<file path="config.mk">
export PLATFORM = sky130hd
export DESIGN_NAME = calendar_time_advance_unit
export DESIGN_NICKNAME = d
export VERILOG_FILES = /design/src/ctau_pkg.sv /design/src/ctau_cell.sv /design/src/ctau_out_skid.sv /design/src/calendar_time_advance_unit.sv
export SDC_FILE = /design/constraint.sdc
export NUM_CORES = 1
export LEC_CHECK = 0
export BUFFER_PORTS_ARGS = -buffer_cell sky130_fd_sc_hd__buf_4
export CAP_MARGIN = 20
export CORE_MARGIN = 8
export CORE_UTILIZATION = 25
export CTS_CLUSTER_DIAMETER = 120
export DETAILED_ROUTE_END_ITERATION = 10
export SLEW_MARGIN = 20
export SYNTH_ARGS = -nofsm -noshare
export SYNTH_HDL_FRONTEND = slang
export SYNTH_SLANG_ARGS = --single-unit
</file>
<file path="constraint.sdc">
create_clock -name clk -period 4.7 [get_ports clk]
set_clock_uncertainty 0.1 [all_clocks]
set_input_delay 0.705 -clock clk [delete_from_list [all_inputs] [get_ports clk]]
set_output_delay 0.705 -clock clk [all_outputs]
set_load 0.03 [all_outputs]
</file>
<file path="src/ctau_pkg.sv">
`default_nettype none

package ctau_pkg;

	localparam int unsigned SEC_W   = 6;
	localparam int unsigned MIN_W   = 6;
	localparam int unsigned HOUR_W  = 5;
	localparam int unsigned DAY_W   = 5;
	localparam int unsigned MONTH_W = 4;
	localparam int unsigned YEAR_W  = 7;

	localparam int unsigned FIELDS_W = SEC_W + MIN_W + HOUR_W + DAY_W + MONTH_W + YEAR_W;
	localparam int unsigned TDATA_W  = ((FIELDS_W + 7) / 8) * 8;

	localparam logic [SEC_W-1:0]   SEC_TOP   = 6'd59;
	localparam logic [MIN_W-1:0]   MIN_TOP   = 6'd59;
	localparam logic [HOUR_W-1:0]  HOUR_TOP  = 5'd23;
	localparam logic [MONTH_W-1:0] MONTH_TOP = 4'd12;
	localparam logic [YEAR_W-1:0]  YEAR_TOP  = 7'd99;
	localparam logic [SEC_W-1:0]   STEP_RST  = 6'd5;

	localparam logic [MONTH_W-1:0] MONTH_FEB = 4'd2;
	localparam logic [DAY_W-1:0]   FEB_LEAP  = 5'd29;

	// Register index taken from paddr[2].
	localparam logic REG_STEP = 1'b0;

	localparam logic OP_TICK = 1'b0;
	localparam logic OP_LOAD = 1'b1;

	typedef struct packed {
		logic en;
		logic load;
		logic carry;
	} cell_ctrl_t;

	// Last field (second) in the lowest bits, year in the highest.
	typedef struct packed {
		logic [YEAR_W-1:0]  year;
		logic [MONTH_W-1:0] month;
		logic [DAY_W-1:0]   day;
		logic [HOUR_W-1:0]  hour;
		logic [MIN_W-1:0]   minute;
		logic [SEC_W-1:0]   second;
	} time_t;

	function automatic logic [DAY_W-1:0] month_days(
		input logic [MONTH_W-1:0] month,
		input logic [YEAR_W-1:0]  year
	);
		logic [DAY_W-1:0] len;
		case (month)
			4'd2:    len = 5'd28;
			4'd4:    len = 5'd30;
			4'd6:    len = 5'd30;
			4'd9:    len = 5'd30;
			4'd11:   len = 5'd30;
			default: len = 5'd31;
		endcase
		if (month == MONTH_FEB && year[1:0] == 2'b00) begin
			len = FEB_LEAP;
		end
		return len;
	endfunction

endpackage

`default_nettype wire

</file>
<file path="src/ctau_cell.sv">
`default_nettype none

module ctau_cell #(
	parameter int unsigned W       = 6,
	parameter int unsigned RST_VAL = 0
) (
	input  logic                 clk,
	input  logic                 arst_n,
	input  ctau_pkg::cell_ctrl_t ctrl,
	input  logic [W-1:0]         load_val,
	input  logic [W-1:0]         inc,
	input  logic [W-1:0]         top,
	input  logic [W-1:0]         base,
	output logic [W-1:0]         value,
	output logic [W-1:0]         nxt,
	output logic                 carry_out
);

	logic [W-1:0] value_q;
	logic [W:0]   sum;
	logic [W:0]   far_lim;
	logic [W:0]   wrap_full;
	logic         over;
	logic [W-1:0] wrapped;

	assign sum       = {1'b0, value_q} + {1'b0, inc};
	assign far_lim   = {1'b0, top} + {1'b0, inc};
	assign wrap_full = sum - {1'b0, top} - (W+1)'(1) + {1'b0, base};
	assign over      = sum > {1'b0, top};

	// A value loaded above its limit (a long day in a short month) restarts at base.
	assign wrapped = (sum > far_lim) ? base : wrap_full[W-1:0];

	always_comb begin
		if (ctrl.load) begin
			nxt = load_val;
		end else if (ctrl.carry) begin
			nxt = over ? wrapped : sum[W-1:0];
		end else begin
			nxt = value_q;
		end
	end

	assign carry_out = ctrl.carry & ~ctrl.load & over;
	assign value     = value_q;

	always_ff @(posedge clk or negedge arst_n) begin
		if (!arst_n) begin
			value_q <= W'(RST_VAL);
		end else if (ctrl.en) begin
			value_q <= nxt;
		end
	end

endmodule

`default_nettype wire

</file>
<file path="src/ctau_out_skid.sv">
`default_nettype none

module ctau_out_skid (
	input  logic             clk,
	input  logic             arst_n,
	input  logic             in_valid,
	output logic             in_ready,
	input  ctau_pkg::time_t  in_data,
	output logic             out_valid,
	input  logic             out_ready,
	output ctau_pkg::time_t  out_data
);
	import ctau_pkg::*;

	logic  out_valid_q;
	logic  skid_valid_q;
	time_t out_data_q;
	time_t skid_data_q;
	logic  in_fire;
	logic  out_free;

	assign in_ready  = ~skid_valid_q;
	assign in_fire   = in_valid & ~skid_valid_q;
	assign out_free  = ~out_valid_q | out_ready;
	assign out_valid = out_valid_q;
	assign out_data  = out_data_q;

	always_ff @(posedge clk or negedge arst_n) begin
		if (!arst_n) begin
			out_valid_q  <= 1'b0;
			skid_valid_q <= 1'b0;
		end else if (out_free) begin
			out_valid_q  <= skid_valid_q | in_fire;
			skid_valid_q <= 1'b0;
		end else if (in_fire) begin
			skid_valid_q <= 1'b1;
		end
	end

	always_ff @(posedge clk) begin
		if (out_free) begin
			out_data_q <= skid_valid_q ? skid_data_q : in_data;
		end else if (in_fire) begin
			skid_data_q <= in_data;
		end
	end

endmodule

`default_nettype wire

</file>
<file path="src/calendar_time_advance_unit.sv">
// Calendar time unit: holds second, minute, hour, day, month and a two-digit year
// (2000 to 2099) and returns one beat with the new time for every input beat. A tick
// beat (tuser low) adds the step register to the seconds; a load beat (tuser high)
// stores the tdata fields after clamping each into its range. The unit takes one
// beat per cycle while the output buffer has room and registers each result there;
// the carry ripples through the six counter cells combinationally, and a two-entry
// output buffer lets the next beat enter while an earlier result waits on
// m_axis_tready. The step register (byte address 0) saturates at 59 and resets to 5.
`default_nettype none

module calendar_time_advance_unit (
	input  logic                            clk,
	input  logic                            arst_n,
	input  logic                            s_axis_tvalid,
	output logic                            s_axis_tready,
	// second[5:0], minute[11:6], hour[16:12], day[21:17], month[25:22], year[32:26]
	input  logic [ctau_pkg::TDATA_W-1:0]    s_axis_tdata,
	// operation: 0 tick, 1 load
	input  logic                            s_axis_tuser,
	output logic                            m_axis_tvalid,
	input  logic                            m_axis_tready,
	// second[5:0], minute[11:6], hour[16:12], day[21:17], month[25:22], year[32:26]
	output logic [ctau_pkg::TDATA_W-1:0]    m_axis_tdata,
	input  logic                            psel,
	input  logic                            penable,
	input  logic                            pwrite,
	input  logic [2:0]                      paddr,
	input  logic [31:0]                     pwdata,
	output logic [31:0]                     prdata,
	output logic                            pready
);
	import ctau_pkg::*;

	logic             in_fire;
	logic             is_load;
	logic             tick;
	logic [SEC_W-1:0] step_q;
	logic [SEC_W-1:0] wr_step;
	time_t            ld;
	time_t            ld_clamped;
	time_t            cur;
	time_t            nxt;
	cell_ctrl_t       ctrl_sec;
	cell_ctrl_t       ctrl_min;
	cell_ctrl_t       ctrl_hour;
	cell_ctrl_t       ctrl_day;
	cell_ctrl_t       ctrl_month;
	cell_ctrl_t       ctrl_year;
	logic             c_sec;
	logic             c_min;
	logic             c_hour;
	logic             c_day;
	logic             c_month;
	logic             c_year;
	logic [DAY_W-1:0] day_top;

	// Configuration port.
	assign pready  = 1'b1;
	assign wr_step = (pwdata[SEC_W-1:0] > SEC_TOP) ? SEC_TOP : pwdata[SEC_W-1:0];
	assign prdata  = (paddr[2] == REG_STEP) ? {{(32-SEC_W){1'b0}}, step_q} : 32'd0;

	always_ff @(posedge clk or negedge arst_n) begin
		if (!arst_n) begin
			step_q <= STEP_RST;
		end else if (psel && penable && pwrite && pready && paddr[2] == REG_STEP) begin
			step_q <= wr_step;
		end
	end

	// Load fields are clamped into range before they enter the cells.
	assign ld = time_t'(s_axis_tdata[FIELDS_W-1:0]);

	always_comb begin
		ld_clamped.second = (ld.second > SEC_TOP) ? SEC_TOP : ld.second;
		ld_clamped.minute = (ld.minute > MIN_TOP) ? MIN_TOP : ld.minute;
		ld_clamped.hour   = (ld.hour > HOUR_TOP) ? HOUR_TOP : ld.hour;
		ld_clamped.day    = (ld.day == '0) ? DAY_W'(1) : ld.day;
		if (ld.month == '0) begin
			ld_clamped.month = MONTH_W'(1);
		end else if (ld.month > MONTH_TOP) begin
			ld_clamped.month = MONTH_TOP;
		end else begin
			ld_clamped.month = ld.month;
		end
		ld_clamped.year   = (ld.year > YEAR_TOP) ? YEAR_TOP : ld.year;
	end

	assign in_fire = s_axis_tvalid & s_axis_tready;
	assign is_load = (s_axis_tuser == OP_LOAD);
	assign tick    = (s_axis_tuser == OP_TICK);

	// Month and year only move after a day carry, so the current values set the day limit.
	assign day_top = month_days(cur.month, cur.year);

	assign ctrl_sec   = '{en: in_fire, load: is_load, carry: tick};
	assign ctrl_min   = '{en: in_fire, load: is_load, carry: c_sec};
	assign ctrl_hour  = '{en: in_fire, load: is_load, carry: c_min};
	assign ctrl_day   = '{en: in_fire, load: is_load, carry: c_hour};
	assign ctrl_month = '{en: in_fire, load: is_load, carry: c_day};
	assign ctrl_year  = '{en: in_fire, load: is_load, carry: c_month};

	ctau_cell #(.W(SEC_W), .RST_VAL(0)) u_sec (
		.clk(clk), .arst_n(arst_n), .ctrl(ctrl_sec), .load_val(ld_clamped.second),
		.inc(step_q), .top(SEC_TOP), .base('0),
		.value(cur.second), .nxt(nxt.second), .carry_out(c_sec)
	);

	ctau_cell #(.W(MIN_W), .RST_VAL(0)) u_min (
		.clk(clk), .arst_n(arst_n), .ctrl(ctrl_min), .load_val(ld_clamped.minute),
		.inc(MIN_W'(1)), .top(MIN_TOP), .base('0),
		.value(cur.minute), .nxt(nxt.minute), .carry_out(c_min)
	);

	ctau_cell #(.W(HOUR_W), .RST_VAL(0)) u_hour (
		.clk(clk), .arst_n(arst_n), .ctrl(ctrl_hour), .load_val(ld_clamped.hour),
		.inc(HOUR_W'(1)), .top(HOUR_TOP), .base('0),
		.value(cur.hour), .nxt(nxt.hour), .carry_out(c_hour)
	);

	ctau_cell #(.W(DAY_W), .RST_VAL(1)) u_day (
		.clk(clk), .arst_n(arst_n), .ctrl(ctrl_day), .load_val(ld_clamped.day),
		.inc(DAY_W'(1)), .top(day_top), .base(DAY_W'(1)),
		.value(cur.day), .nxt(nxt.day), .carry_out(c_day)
	);

	ctau_cell #(.W(MONTH_W), .RST_VAL(1)) u_month (
		.clk(clk), .arst_n(arst_n), .ctrl(ctrl_month), .load_val(ld_clamped.month),
		.inc(MONTH_W'(1)), .top(MONTH_TOP), .base(MONTH_W'(1)),
		.value(cur.month), .nxt(nxt.month), .carry_out(c_month)
	);

	ctau_cell #(.W(YEAR_W), .RST_VAL(0)) u_year (
		.clk(clk), .arst_n(arst_n), .ctrl(ctrl_year), .load_val(ld_clamped.year),
		.inc(YEAR_W'(1)), .top(YEAR_TOP), .base('0),
		.value(cur.year), .nxt(nxt.year), .carry_out(c_year)
	);

	time_t out_time;

	ctau_out_skid u_out (
		.clk(clk), .arst_n(arst_n),
		.in_valid(s_axis_tvalid), .in_ready(s_axis_tready), .in_data(nxt),
		.out_valid(m_axis_tvalid), .out_ready(m_axis_tready), .out_data(out_time)
	);

	// The year carry has nowhere to go; it only marks the century wrap.
	assign m_axis_tdata = {{(TDATA_W-FIELDS_W){c_year & 1'b0}}, out_time};

endmodule

`default_nettype wire

</file>
* Word-level counts from Yosys, hierarchy flattened
Cells that the tools add are included.
** Cells by class
- Div/mod/pow operators :: 0
- Add/sub/neg operators :: 22
- Bitwise gates (word level) :: 17
- Shifts and indexed selects :: 0
- Reductions and logical operators :: 10
- $lt $le $gt $ge :: 18
- Multipliers :: 0
- Equality and inequality tests :: 5
- Muxes and demuxes :: 37
** Operators with widths (count)
- 6-bit two-way mux :: 11
- 5-bit two-way mux :: 11
- 7-bit two-way mux :: 5
- 33-bit two-way mux :: 1
- 4-bit two-way mux :: 6
- 7-bit by 6-bit greater-than comparator with 1-bit output, second input constant :: 3
- 5-bit by 1-bit adder with 6-bit output, second input constant :: 3
- 6-bit greater-than comparator, second input constant :: 3
- 8-bit by 7-bit greater-than comparator with 1-bit output, second input constant :: 2
- 6-bit by 5-bit greater-than comparator with 1-bit output, second input constant :: 2
- 6-bit by 1-bit subtractor with 6-bit output, second input constant :: 2
- 6-bit subtractor, second input constant :: 2
- 1-bit bitwise AND :: 10
- 5-bit by 4-bit greater-than comparator with 1-bit output, second input constant :: 2
- 5-bit by 1-bit subtractor with 5-bit output, second input constant :: 2
- 7-bit by 1-bit adder with 8-bit output, second input constant :: 1
- 4-bit by 3-bit == test with 1-bit output, second input constant :: 2
- 4-bit == test, second input constant :: 2
- 6-bit by 1-bit adder with 7-bit output, second input constant :: 1
- 6-bit by 6-bit adder with 7-bit output :: 1
- 6-bit by 6-bit adder with 7-bit output, first input constant :: 1
- 7-bit greater-than comparator :: 1
- 7-bit greater-than comparator, second input constant :: 1
- 7-bit by 1-bit subtractor with 7-bit output, second input constant :: 1
- 24 further kinds :: 33
** Storage, ports and cells
- ROM bits :: 0
- Output and inout bits :: 75
- Word-level logic and storage cells :: 130
- Bits in registers :: 107
- Memories kept :: 0
- Bits in latches :: 0
- RAM bits :: 0

* Longest topological paths before layout
Gate-level depths: netlist of the first run.
- Depth after elaboration :: 14
- Mapped depth :: 17
- Mapped depth without buffers :: 16

* Modules after synthesis
Synthesis of the first run repeated with hierarchy kept, for this count alone.
** Unflattened totals
- Cells, all modules :: 1392
- Area total of the unflattened synthesis :: 12904.9 um^2
** By module, submodules not included
- ctau_out_skid :: cells each 111, times used 1, area each 2600.0 um^2
- ctau_cell (u_year) :: cells each 276, times used 1, area each 2180.8 um^2
- ctau_cell (u_sec) :: cells each 216, times used 1, area each 1737.9 um^2
- ctau_cell (u_min) :: cells each 201, times used 1, area each 1665.3 um^2
- ctau_cell (u_day) :: cells each 172, times used 1, area each 1400.1 um^2
- ctau_cell (u_hour) :: cells each 172, times used 1, area each 1398.8 um^2
- ctau_cell (u_month) :: cells each 126, times used 1, area each 1076.0 um^2
- calendar_time_advance_unit :: cells each 118, times used 1, area each 845.8 um^2

* Worst setup path after synthesis of the first run
Ideal clock, no wire load.
- Path type :: reg2reg
- From :: reg u_month.value_q[0] (netlist: u_month.value[0])
- To :: reg u_out.out_data_q (netlist bit u_out.out_data[31]), data pin
- Period minus slack after synthesis :: 3.615 ns
- Data arrival time :: 3.255 ns
- Path slack :: 1.085 ns
- Stages on the path, launching flop included :: 15
- Cells stage by stage :: dfstp_2 -> ha_1 -> clkbuf_1 -> o211ai_1 -> o21a_1 -> ha_1 -> nand2_1 -> o211ai_1 -> o21ba_1 -> buf_6 -> or3_4 -> nor2_4 -> nand3_1 -> a221o_1 -> mux2_2
** RTL lines
- start, declared :: line ctau_cell.sv:19 : logic [W-1:0] value_q;
- start signal, assigned :: line ctau_cell.sv:49 : value_q <= W'(RST_VAL);
- start signal, assigned :: line ctau_cell.sv:51 : value_q <= nxt;
- end signal, assigned :: line ctau_out_skid.sv:42 : out_data_q <= skid_valid_q ? skid_data_q : in_data;
- end, declared :: line ctau_out_skid.sv:17 : time_t out_data_q;

* Worst setup path in the final report of the first run
- From :: reg step_q[0]
- To :: reg u_out.out_data_q (netlist bit u_out.out_data[4]), data pin
** On the way
- Longest elaborated chain between the ends :: 7
- Elaborated cells on any way between the ends :: 10
- Those cells by class :: 4 x add/sub; 2 x order compare; 4 x mux
** RTL lines
- start, declared :: line calendar_time_advance_unit.sv:37 : logic [SEC_W-1:0] step_q;
- start signal, assigned :: line calendar_time_advance_unit.sv:66 : step_q <= wr_step;
- 6-bit by 6-bit adder with 7-bit output :: line ctau_cell.sv:26 : assign sum = {1'b0, value_q} + {1'b0, inc};
- 6-bit subtractor :: line ctau_cell.sv:28 : assign wrap_full = sum - {1'b0, top} - (W+1)'(1) + {1'b0, base};
- 6-bit by 1-bit subtractor with 6-bit output :: line ctau_cell.sv:28
- 6-bit two-way mux :: line ctau_cell.sv:32 : assign wrapped = (sum > far_lim) ? base : wrap_full[W-1:0];
- 6-bit two-way mux (*) :: line ctau_cell.sv:38 : nxt = over ? wrapped : sum[W-1:0];
- 6-bit two-way mux (*) :: line ctau_cell.sv:35 : if (ctrl.load) begin
- 33-bit two-way mux (*) :: line ctau_out_skid.sv:42
Every way passes the cells marked *; elsewhere a longest branch is shown, timed or not.
A chain may end at the register's enable or synchronous reset.

==> results of run 1 <==
-- path summary, 6_finish.rpt --
kind                       depth (start not counted)           endpoint  slack [ns]
min reg2reg                                        2  u_out.out_data[7]        0.43
min in group clk                                   2  u_out.out_data[7]        0.43
min                                                1          step_q[4]        0.26
max                                               14  u_out.out_data[4]        0.57
max in group asynchronous                          1     u_day.value[1]        3.79
max reg2reg                                       14  u_out.out_data[4]        0.57
-- flip-flops by register name, indices dropped and copies added, names as in the netlist, 4 cells and up --
name               cells
u_sec.value            6
u_month.value          4
u_min.value            6
u_hour.value           5
u_year.value           7
u_out.out_data        33
u_day.value            5
u_out.skid_data_q     33
step_q                 6
-- power groups by stage --
stage	clock network, mW	logic [mW]	registers, mW
after floorplan	0	1.84	1.49
after global placement	0	2.44	1.49
after detailed placement	0	2.47	1.49
after CTS	0.786	2.49	1.48
after global routing	0.820	2.77	1.51
final	0.758	2.49	1.47
-- cell usage after synthesis, types with 4 or more instances --
master	instances	area, µm²
a211oi_1	5	37.5
a21o_1	4	30.0
a21oi_1	45	225
a22oi_1	4	30.0
a31oi_1	13	81.3
and2_1	5	31.3
and3_1	6	37.5
and4_1	4	35.0
buf_2	8	40.0
buf_4	44	330
clkbuf_1	26	97.6
dfrtp_1	37	926
dfstp_2	4	105
edfxtp_1	66	1980
ha_1	44	551
inv_1	53	199
mux2_2	30	338
nand2_1	74	278
nand2b_1	11	68.8
nand3_1	25	125
nand4_1	13	81.3
nor2_1	49	184
nor2b_1	11	68.8
nor3_1	11	55.1
nor4_1	8	50.1
o211ai_1	9	67.6
o21a_1	6	45.0
o21ai_0	52	260
o21ai_1	8	40.0
o22ai_1	4	25.0
o2bb2ai_1	4	35.0
o31ai_1	19	143
or2_2	5	31.3
xnor2_1	12	105
xor2_1	7	61.3
-- stage by stage --
step	util	power (mW)	setup slack (ns)
finish	0.293	4.72	0.566
global route	0.293	5.10	0.200
CTS	0.293	4.75	0.587
detailed placement	0.284	3.97	0.609
global placement	0.284	3.93	0.689
floorplan	-	3.33	1.09
-- kinds of logic after synthesis --
group / after synthesis / synth area share
AOI/OAI and AO/OA: 229 / 0.204
buffers and inverters: 137 / 0.0912
DFF: 107 / 0.386
adders and majority gates: 46 / 0.0756
xor gates and xnor gates: 21 / 0.0255
muxes: 35 / 0.0500
other: 2 / 0.000962
and+or+nand+nor: 249 / 0.167
-- layout make-up --
| cell class | count | share of cell area |
|---|---|---|
| clock inverter | 6 | 0.00654 |
| clock buffer | 10 | 0.0255 |
| timing repair buffer | 103 | 0.0860 |
| inverter | 53 | 0.0221 |
| tap | 396 | 0.0551 |
| multi-input combinational | 614 | 0.469 |
| sequential | 107 | 0.335 |
-- cell usage in the layout (no fill, tap or decap), types with 8 or more instances in the layout --
| cell | n |
|---|---|
| nand2b_1 | 10 |
| inv_1 | 53 |
| a21oi_1 | 45 |
| edfxtp_1 | 66 |
| o21ai_1 | 8 |
| nor2_1 | 48 |
| xnor2_1 | 12 |
| nor4_1 | 8 |
| o211ai_1 | 9 |
| nor2b_1 | 10 |
| a31oi_1 | 12 |
| nand4_1 | 13 |
| o31ai_1 | 19 |
| mux2_2 | 30 |
| clkbuf_16 | 9 |
| buf_4 | 103 |
| nand2_1 | 74 |
| conb_1 | 34 |
| o21ai_0 | 52 |
| ha_1 | 44 |
| nand3_1 | 25 |
| nor3_1 | 11 |
| dfrtp_1 | 37 |
-- metal layers --
| metal | global-route usage | vias up | routed length [µm] |
|---|---|---|---|
| met5 | 0 | - | 9 |
| met4 | 0.0394 | 2 | 383 |
| met3 | 0.0269 | 24 | 1630 |
| met2 | 0.180 | 186 | 9760 |
| met1 | 0.151 | 3051 | 10000 |
| li1 | - | 3077 | - |
==> key figures, run 1 <==
Placed design
  – I/O Buffers: 88
  – GPL Wtd Cong: 0.862
  – DP Cell Count: 1273
  – Dpl hpwl: 15.9 mm
  – Post-DP Area: 8700 µm²

Timing
  – Post-route setup TNS: 0 ns
  – Tmin final: 4.13 ns
  – Fmax: 242 MHz
  – Hold_ws: 0.260 ns
  – Final hold violation count: 0
  – Unrepaired setup endpoints after global routing: no
  – Worst rel slew slack: 0.456
  – Final setup viols: 0
  – Slew Viols, Final: 0
  – Worst Max-Slew Pin Slew: 0.813 ns
  – Final worst-path cycle share: 0.880

Synth
  – Post-synth cell types: 97
  – Ys async rst share: 0.383
  – #FFs+latches synth: 107
  – Synth Flop Type: edfxtp_1
  – Mean Syn Cell Area: 9.46 µm²
  – Post-synthesis sequential area ratio: 0.386
  – Syn Std Cell Area: 7810 µm²
  – Number of synthesized flops with an enable pin: 66
  – Mapped Cells: 826
  – Yosys warns: 0

Worst setup path
  – Crit-path max FO: 6
  – CP peak stage delay: 0.60 ns
  – Most used cell, CP: o21ai_0
  – CP Class: register to register
  – CP endpoint kind: register
  – Crit path from: step_q[0]
  – Delay-heaviest family, CP: compound AO/OA/AOI/OAI gates
  – Reg-to-reg startpoint: step_q[0]
  – Slowest cell on the critical path: o31ai_1
  – WP data required: 4.80 ns
  – Startpoint types: register
  – CP Buf/Inv Count: 1
  – CP arrival: 4.24 ns
  – Worst-path cell chain: ha_1, fa_1, a211oi_2, o21bai_1, a21oi_2, inv_1, ha_1, and4_1, o21a_1, o31ai_1, o21ai_0, o311ai_0, o21ai_0, o21ai_0

Power
  – Pwr dens: 525 nW/µm²
  – Worst VDD drop: 231 µV
  – Clock power frac: 0.161
  – Switching Share: 0.458
  – Comb power frac: 0.527
  – Int Pwr: 2.56 mW
  – Sequential share of power: 0.312
  – Psw: 2.16 mW
  – Pleak: 3.59 nW

Drt
  – Drt first pass iters: 4
  – Routed vias/inst: 4.92
  – Post-route ant nets: 0
  – Wire per inst: 16.9 µm
  – Iteration-0 DRC Markers: 385
  – Drt drc: 0
  – Vias: 6340
  – WL final: 21.8 mm

CTS
  – Post-CTS Setup Inserts: 0
  – Root Driver: clkbuf_16
  – CTS Hold Bufs: 0
  – CTS tree: done
  – H-tree levels: 3
  – Longest Clk Path Bufs: 2
  – CTS resizes: 0
  – Clk slew on worst S/H paths: 0.08 ns
  – Clock Latency Late Sink: 0.36 ns
  – Clk sinks: 107
  – Inserted Clock Buffers: 9

Die
  – FP Rows: 64
  – Ports: 158
  – Die H: 193 µm
  – Die area: 37200 µm²
  – Core ar.: 30700 µm²
  – Initial Utilization: 0.255
  – Die width: 193 µm

Global routing
  – First-pass GRT wire length: 33.6 mm
  – Antenna violations before repair: 1
  – Global route total overflow: 0
  – Vias in the first global route: 6146
  – Gr usage total: 0.114
  – Largest net degree at the start of global routing: 57

Final layout
  – Filler cell count: 3219
  – Post-route cell area: 8990 µm²
  – Register Area: 3010 µm²
  – Post-Layout Cell Count: 1289
  – Diode count: 0
  – Ratio of cells with drive above 1 in the final layout: 0.218
  – Area Growth Syn to Fin: 15.1%
  – Area of the multi-input gates: 4220 µm²
  – Nets: 1017

Worst hold path
  – Hold/Removal Path Class: input pin to asynchronous set/reset pin

Job
  – Max_cap viols: 0

Status
  – Status: finished clean
(Power assumes the default switching activity.)
==> run 2: changes to the inputs <==
ABC_AREA = 1   (was unset)
==> key figures, run 2 <==
Power
  – Clock power frac: 0.195 (was 0.161)
  – Worst VDD drop: 166 µV (was 231 µV)
  – Sequential share of power: 0.357 (was 0.312)
  – Psw: 1.60 mW (was 2.16 mW)
  – Comb power frac: 0.448 (was 0.527)
  – Pwr dens: 447 nW/µm² (was 525 nW/µm²)
  – Pleak: 3.97 nW (was 3.59 nW)
  – Switching Share: 0.426 (was 0.458)
  – Int Pwr: 2.15 mW (was 2.56 mW)

Global routing
  – Gr usage total: 0.109 (was 0.114)
  – First-pass GRT wire length: 29.4 mm (was 33.6 mm)
  – Global route total overflow: 0 (unchanged)
  – Vias in the first global route: 5753 (was 6146)
  – Largest net degree at the start of global routing: 42 (was 57)
  – Antenna violations before repair: 0 (was 1)

Placed design
  – I/O Buffers: 88 (unchanged)
  – Dpl hpwl: 13.4 mm (was 15.9 mm)
  – DP Cell Count: 1335 (was 1273)
  – GPL Wtd Cong: 0.872 (was 0.862)

Synth
  – Yosys warns: 0 (unchanged)
  – Syn Std Cell Area: 7180 µm² (was 7810 µm²)
  – Mean Syn Cell Area: 8.14 µm² (was 9.46 µm²)
  – Post-synth cell types: 51 (was 97)
  – #FFs+latches synth: 107 (unchanged)
  – Ranking of synthesized cells by area: edfxtp_1 (28%), nand2_1 (14%), dfrtp_1 (13%) (was edfxtp_1 (25%), dfrtp_1 (12%), ha_1 (7.0%))
  – Top cells by count, synth: nand2_1 (268), inv_1 (83), o21ai_0 (71) (was nand2_1 (74), edfxtp_1 (66), inv_1 (53))
  – Ys async rst share: 0.383 (unchanged)
  – Area share of the largest cell type after synthesis: 0.276 (was 0.254)
  – Yosys top cell by area: edfxtp_1 (unchanged)
  – Post-synthesis sequential area ratio: 0.420 (was 0.386)
  – Number of synthesized flops with an enable pin: 66 (unchanged)
  – Synth Flop Type: edfxtp_1 (unchanged)
  – Most common cell in the netlist: nand2_1 (unchanged)
  – Mapped Cells: 882 (was 826)

Drt
  – Wire per inst: 13.6 µm (was 16.9 µm)
  – Iteration-0 DRC Markers: 356 (was 385)
  – Vias: 5852 (was 6340)
  – Post-route ant nets: 0 (unchanged)
  – Routed vias/inst: 4.33 (was 4.92)
  – WL final: 18.4 mm (was 21.8 mm)
  – Drt first pass iters: 5 (was 4)
  – Drt drc: 0 (unchanged)

Timing
  – Final setup viols: 0 (unchanged)
  – Final hold violation count: 0 (unchanged)
  – Post-route setup TNS: 0 ns (unchanged)
  – Unrepaired setup endpoints after global routing: no (unchanged)
  – Worst Max-Slew Pin Slew: 0.942 ns (was 0.813 ns)
  – Slew Viols, Final: 0 (unchanged)
  – Final worst-path cycle share: 0.780 (was 0.880)
  – Fmax: 273 MHz (was 242 MHz)
  – Tmin final: 3.66 ns (was 4.13 ns)
  – Worst rel slew slack: 0.370 (was 0.456)

Final layout
  – Filler cell count: 3074 (was 3219)
  – Register Area: 3010 µm² (unchanged)
  – Area of the multi-input gates: 3560 µm² (was 4220 µm²)
  – Most common cell after layout, fill and taps aside: nand2_1 (was buf_4)
  – Post-Layout Cell Count: 1351 (was 1289)
  – Ratio of cells with drive above 1 in the final layout: 0.164 (was 0.218)
  – Area Growth Syn to Fin: 16.5% (was 15.1%)
  – Highest-count cells in the layout ignoring fill and taps: nand2_1 (267), buf_4 (95), inv_1 (83) (was buf_4 (103), nand2_1 (74), edfxtp_1 (66))
  – Nets: 1091 (was 1017)
  – Diode count: 0 (unchanged)

Worst setup path
  – R2R depth: 16 (was 14)
  – Most used cell, CP: nand2_1 (was o21ai_0)
  – CP arrival: 3.66 ns (was 4.24 ns)
  – Startpoint types: register (unchanged)
  – Worst-path cell chain: ha_1, fa_1, xnor2_1, inv_1, ha_1, nand2_1, o21ai_0, nand2_1, o211ai_1, nand2_1, o21ai_0, inv_1, nand3_1, o21ai_0, nand2_1, nand2_1 (was ha_1, fa_1, a211oi_2, o21bai_1, a21oi_2, inv_1, ha_1, and4_1, o21a_1, o31ai_1, o21ai_0, o311ai_0, o21ai_0, o21ai_0)
  – Slowest cell on the critical path: fa_1 (was o31ai_1)
  – Crit-path max FO: 5 (was 6)
  – CP endpoint kind: register (unchanged)
  – Reg-to-reg endpoint: u_out.out_data[2] (was u_out.out_data[4])
  – CP peak stage delay: 0.42 ns (was 0.60 ns)
  – WP data required: 4.69 ns (was 4.80 ns)
  – CP Class: register to register (unchanged)
  – Worst reg2reg setup slack: 1.04 ns (was 0.57 ns)
  – Reg-to-reg startpoint: step_q[0] (unchanged)

CTS
  – CTS Hold Bufs: 0 (unchanged)
  – CTS resizes: 0 (unchanged)
  – H-tree levels: 3 (unchanged)
  – Clock Latency Late Sink: 0.36 ns (about the same)
  – Inserted Clock Buffers: 9 (unchanged)
  – Longest Clk Path Bufs: 2 (unchanged)
  – Clk slew on worst S/H paths: 0.09 ns (was 0.08 ns)
  – Post-CTS Setup Inserts: 0 (unchanged)
  – CTS tree: done (unchanged)
  – Root Driver: clkbuf_16 (unchanged)
  – Clk sinks: 107 (unchanged)

Die
  – FP Rows: 62 (was 64)
  – Core ar.: 28500 µm² (was 30700 µm²)
  – Initial Utilization: 0.252 (was 0.255)
  – Ports: 158 (unchanged)
  – Die H: 185 µm (was 193 µm)
  – Die width: 185 µm (was 193 µm)
  – Die area: 34400 µm² (was 37200 µm²)

Status
  – Status: finished clean (unchanged)

Worst hold path
  – Hold/Removal Path Class: input pin to asynchronous set/reset pin (unchanged)

Job
  – Max_cap viols: 0 (unchanged)
run 2: cell count changes in the layout (fill, tap and decap cells not counted), sizes merged, moves of 10 or more:
cell    before  now
nand2       77  281
nand3       25   80
mux2        32    0
inv         56   87
a21oi       46   21
o31ai       21    1
o21ai       61   76
nand2b      12    0
nor2        51   63
nor2b       11    0
nor4        11    1
run 2: power groups by stage:
stage                     Sequential, mW  Clock (mW)  Combinational [mW]
after floorplan                     1.44           0                1.16
after global placement              1.35           0                1.65
after detailed placement            1.35           0                1.69
after CTS                           1.34       0.761                1.69
after global routing                1.36       0.799                1.90
final                               1.34       0.730                1.67
run 2: kinds of logic (layout without fill, tap and decap cells):
kind of cell / after synthesis / in the layout / synth area share
AND/OR/NAND/NOR: 441 / 441 / 0.273
buffers and inverters: 145 / 198 / 0.102
AO/OA/AOI/OAI: 121 / 121 / 0.0960
flip-flops: 107 / 107 / 0.420
adder cells (fa/ha/maj): 46 / 46 / 0.0823
XOR/XNOR: 20 / 20 / 0.0254
other: 2 / 34 / 0.00105
run 2: metal layers:
metal,wire length (µm),up-vias,GRT usage,part of all wire
li1,-,2993,-,-
met1,8750,2702,0.140,0.48
met2,8480,139,0.178,0.46
met3,850,18,0.0242,0.046
met4,312,0,0.0339,0.017
met5,0,-,0,0
run 2: cell type report:
type | instances | share of cell area
tap | 384 | 0.0574
timing repair buffer | 95 | 0.0853
sequential | 107 | 0.360
inverter | 87 | 0.0390
clock buffer | 9 | 0.0269
multi-input combinational | 662 | 0.425
clock inverter | 7 | 0.00598
run 2: worst max-delay path by stage:
stage                              from                    to  slack (ns)  cells after the start
after global placement        step_q[0]     u_out.out_data[2]        1.12                     16
after detailed placement      step_q[0]     u_out.out_data[2]        1.06                     16
after CTS                     step_q[0]     u_out.out_data[2]        1.02                     16
after global routing          step_q[0]     u_out.out_data[2]        0.66                     16
after floorplan           m_axis_tready  u_out.skid_data_q[0]        1.16                      3
final                         step_q[0]     u_out.out_data[2]        1.04                     16
run 2: per-stage QoR:
step           cell area, µm²  utilization  worst slack, ns  hold slack (ns)  power [mW]
4_1_cts                  8360        0.294             1.02            0.278        3.79
3_5_place_dp             8090        0.284             1.06            0.374        3.04
5_1_grt                  8360        0.294            0.659            0.300        4.07
2_1_floorplan            7300            -             1.16            0.309        2.60
6_report                 8360        0.294             1.04            0.262        3.74
3_3_place_gp             8090        0.284             1.12            0.378        3.00
run 2: critical path, delay by kind of cell (launching register included):
family,cells,cell delay [ns]
compound gates,4,0.72
flops,1,0.40
xor+xnor,1,0.36
buf+inv,2,0.30
simple gates,6,0.55
fa+ha+maj,3,0.98
==> run 3: changes to the inputs <==
clock period = 3.4 ns   (was 4.7 ns; I/O delays follow)
==> key figures, run 3 (synthesis gave the netlist of run 2 again) <==
Status
  – Status: finished clean (unchanged)

CTS
  – Longest Clk Path Bufs: 2 (unchanged)
  – H-tree levels: 3 (unchanged)
  – Root Driver: clkbuf_16 (unchanged)
  – Clk sinks: 107 (unchanged)
  – Clock Latency Late Sink: 0.36 ns (about the same)
  – CTS Hold Bufs: 0 (unchanged)
  – CTS tree: done (unchanged)
  – Clk slew on worst S/H paths: 0.07 ns (was 0.09 ns)
  – Inserted Clock Buffers: 9 (unchanged)

Timing
  – Hold_ws: 0.0745 ns (was 0.262 ns)
  – Final worst slack: 0.181 ns (was 1.04 ns)
  – Fmax: 311 MHz (was 273 MHz)
  – Post-route setup TNS: 0 ns (unchanged)
  – Tmin final: 3.22 ns (was 3.66 ns)
  – Worst rel slew slack: 0.361 (was 0.370)
  – Final hold violation count: 0 (unchanged)
  – Final worst-path cycle share: 0.947 (was 0.780)
  – Worst Max-Slew Pin Slew: 0.958 ns (was 0.942 ns)
  – Slew Viols, Final: 0 (unchanged)
  – Final setup viols: 0 (unchanged)

Global routing
  – First-pass GRT wire length: 29.7 mm (was 29.4 mm)
  – Antenna violations before repair: 0 (unchanged)
  – Global route total overflow: 0 (unchanged)
  – Largest net degree at the start of global routing: 42 (unchanged)
  – Gr usage total: 0.110 (was 0.109)
  – Vias in the first global route: 5863 (was 5753)

Final layout
  – Highest-count cells in the layout ignoring fill and taps: nand2_1 (264), buf_4 (125), inv_1 (81) (was nand2_1 (267), buf_4 (95), inv_1 (83))
  – Filler cell count: 3068 (was 3074)
  – Area Growth Syn to Fin: 21.5% (was 16.5%)
  – Area of the multi-input gates: 3610 µm² (was 3560 µm²)
  – Post-Layout Cell Count: 1383 (was 1351)
  – Post-route cell area: 8720 µm² (was 8360 µm²)
  – Ratio of cells with drive above 1 in the final layout: 0.205 (was 0.164)
  – Post-layout utilization of the core: 0.306 (was 0.294)
  – Nets: 1123 (was 1091)
  – Most common cell after layout, fill and taps aside: nand2_1 (unchanged)
  – Register Area: 3010 µm² (unchanged)
  – Diode count: 0 (unchanged)

Drt
  – Routed vias/inst: 4.35 (was 4.33)
  – Post-route ant nets: 0 (unchanged)
  – Wire per inst: 13.8 µm (was 13.6 µm)
  – Vias: 6013 (was 5852)
  – Iteration-0 DRC Markers: 312 (was 356)
  – Drt first pass iters: 5 (unchanged)
  – Drt drc: 0 (unchanged)
  – WL final: 19.1 mm (was 18.4 mm)

Worst setup path
  – WP data required: 3.41 ns (was 4.69 ns)
  – CP arrival: 3.23 ns (was 3.66 ns)
  – Crit-path max FO: 5 (unchanged)
  – Startpoint types: register (unchanged)
  – CP endpoint kind: register (unchanged)
  – CP Class: register to register (unchanged)

Placed design
  – Dpl hpwl: 13.9 mm (was 13.4 mm)
  – I/O Buffers: 88 (unchanged)
  – Pre-CTS setup slack: 0.0283 ns (was 1.06 ns)
  – DP Cell Count: 1361 (was 1335)
  – GPL Wtd Cong: 0.882 (was 0.872)
  – Post-DP Area: 8280 µm² (was 8090 µm²)

Power
  – Total Power: 5.66 mW (was 3.74 mW)
  – Worst VDD drop: 285 µV (was 166 µV)
  – Pleak: 4.14 nW (was 3.97 nW)
  – Pwr dens: 649 nW/µm² (was 447 nW/µm²)

Die
  – Die H: 185 µm (unchanged)
  – Ports: 158 (unchanged)
  – Initial Utilization: 0.252 (unchanged)
  – Die area: 34400 µm² (unchanged)
  – Die width: 185 µm (unchanged)
  – Core ar.: 28500 µm² (unchanged)
  – FP Rows: 62 (unchanged)

Worst hold path
  – Hold/Removal Path Class: input pin to asynchronous set/reset pin (unchanged)

Job
  – Max_cap viols: 0 (unchanged)
run 3: routing by layer:
layer	share of wire	global-route usage	wire [µm]	up-vias
met2	0.47	0.182	8980	125
li1	-	-	-	3054
met3	0.044	0.0244	836	12
met1	0.47	0.142	9020	2822
met5	0	0	0	-
met4	0.012	0.0282	230	0
run 3: power by group:
| part | switching (mW) | internal [mW] | leakage [nW] |
|---|---|---|---|
| Sequential | 0.184 | 1.67 | 1.14 |
| Clock | 0.514 | 0.652 | 0.156 |
| Combinational | 1.62 | 1.01 | 2.84 |
run 3: layout make-up:
cell class	instances	share of cell area
Clock buffer	9	0.0258
Clock inverter	7	0.0113
Inverter	87	0.0374
Multi-Input combinational cell	662	0.414
Sequential cell	107	0.345
Tap cell	384	0.0551
Timing Repair Buffer	127	0.111
run 3: worst paths after layout:
path	startpoint	depth (start not counted)	slack, ns	end
worst max register to register	step_q[2]	20	0.18	u_out.out_data[25]
worst max-delay path	step_q[2]	20	0.18	u_out.out_data[25]
min in group clk	pwdata[4]	3	0.27	step_q[4]
max in group asynchronous	arst_n	1	2.69	u_day.value[3]
worst min-delay path	arst_n	1	0.07	step_q[5]
worst min register to register	u_sec.value[5]	2	0.41	u_sec.value[5]
run 3: worst max-delay path, stage by stage (launching register included):
cell      delay [ns]
dfstp_2         0.55
ha_1            0.26
inv_1           0.07
nand2_1         0.07
nand2_1         0.07
nand2_1         0.06
nand2_2         0.08
inv_1           0.06
ha_1            0.18
and3_1          0.17
nand3_1         0.09
nand2_2         0.08
o21bai_4        0.25
nand3_4         0.15
nor2_4          0.17
buf_4           0.15
nand3_1         0.06
nand3_1         0.09
nand2_1         0.10
nand2_1         0.07
nand2_1         0.06
run 3: timing repair:
action                                  4_1_cts  5_1_grt
resized for setup                             0       26
setup buffers                                 0        6
endpoints found under the setup margin        0       48
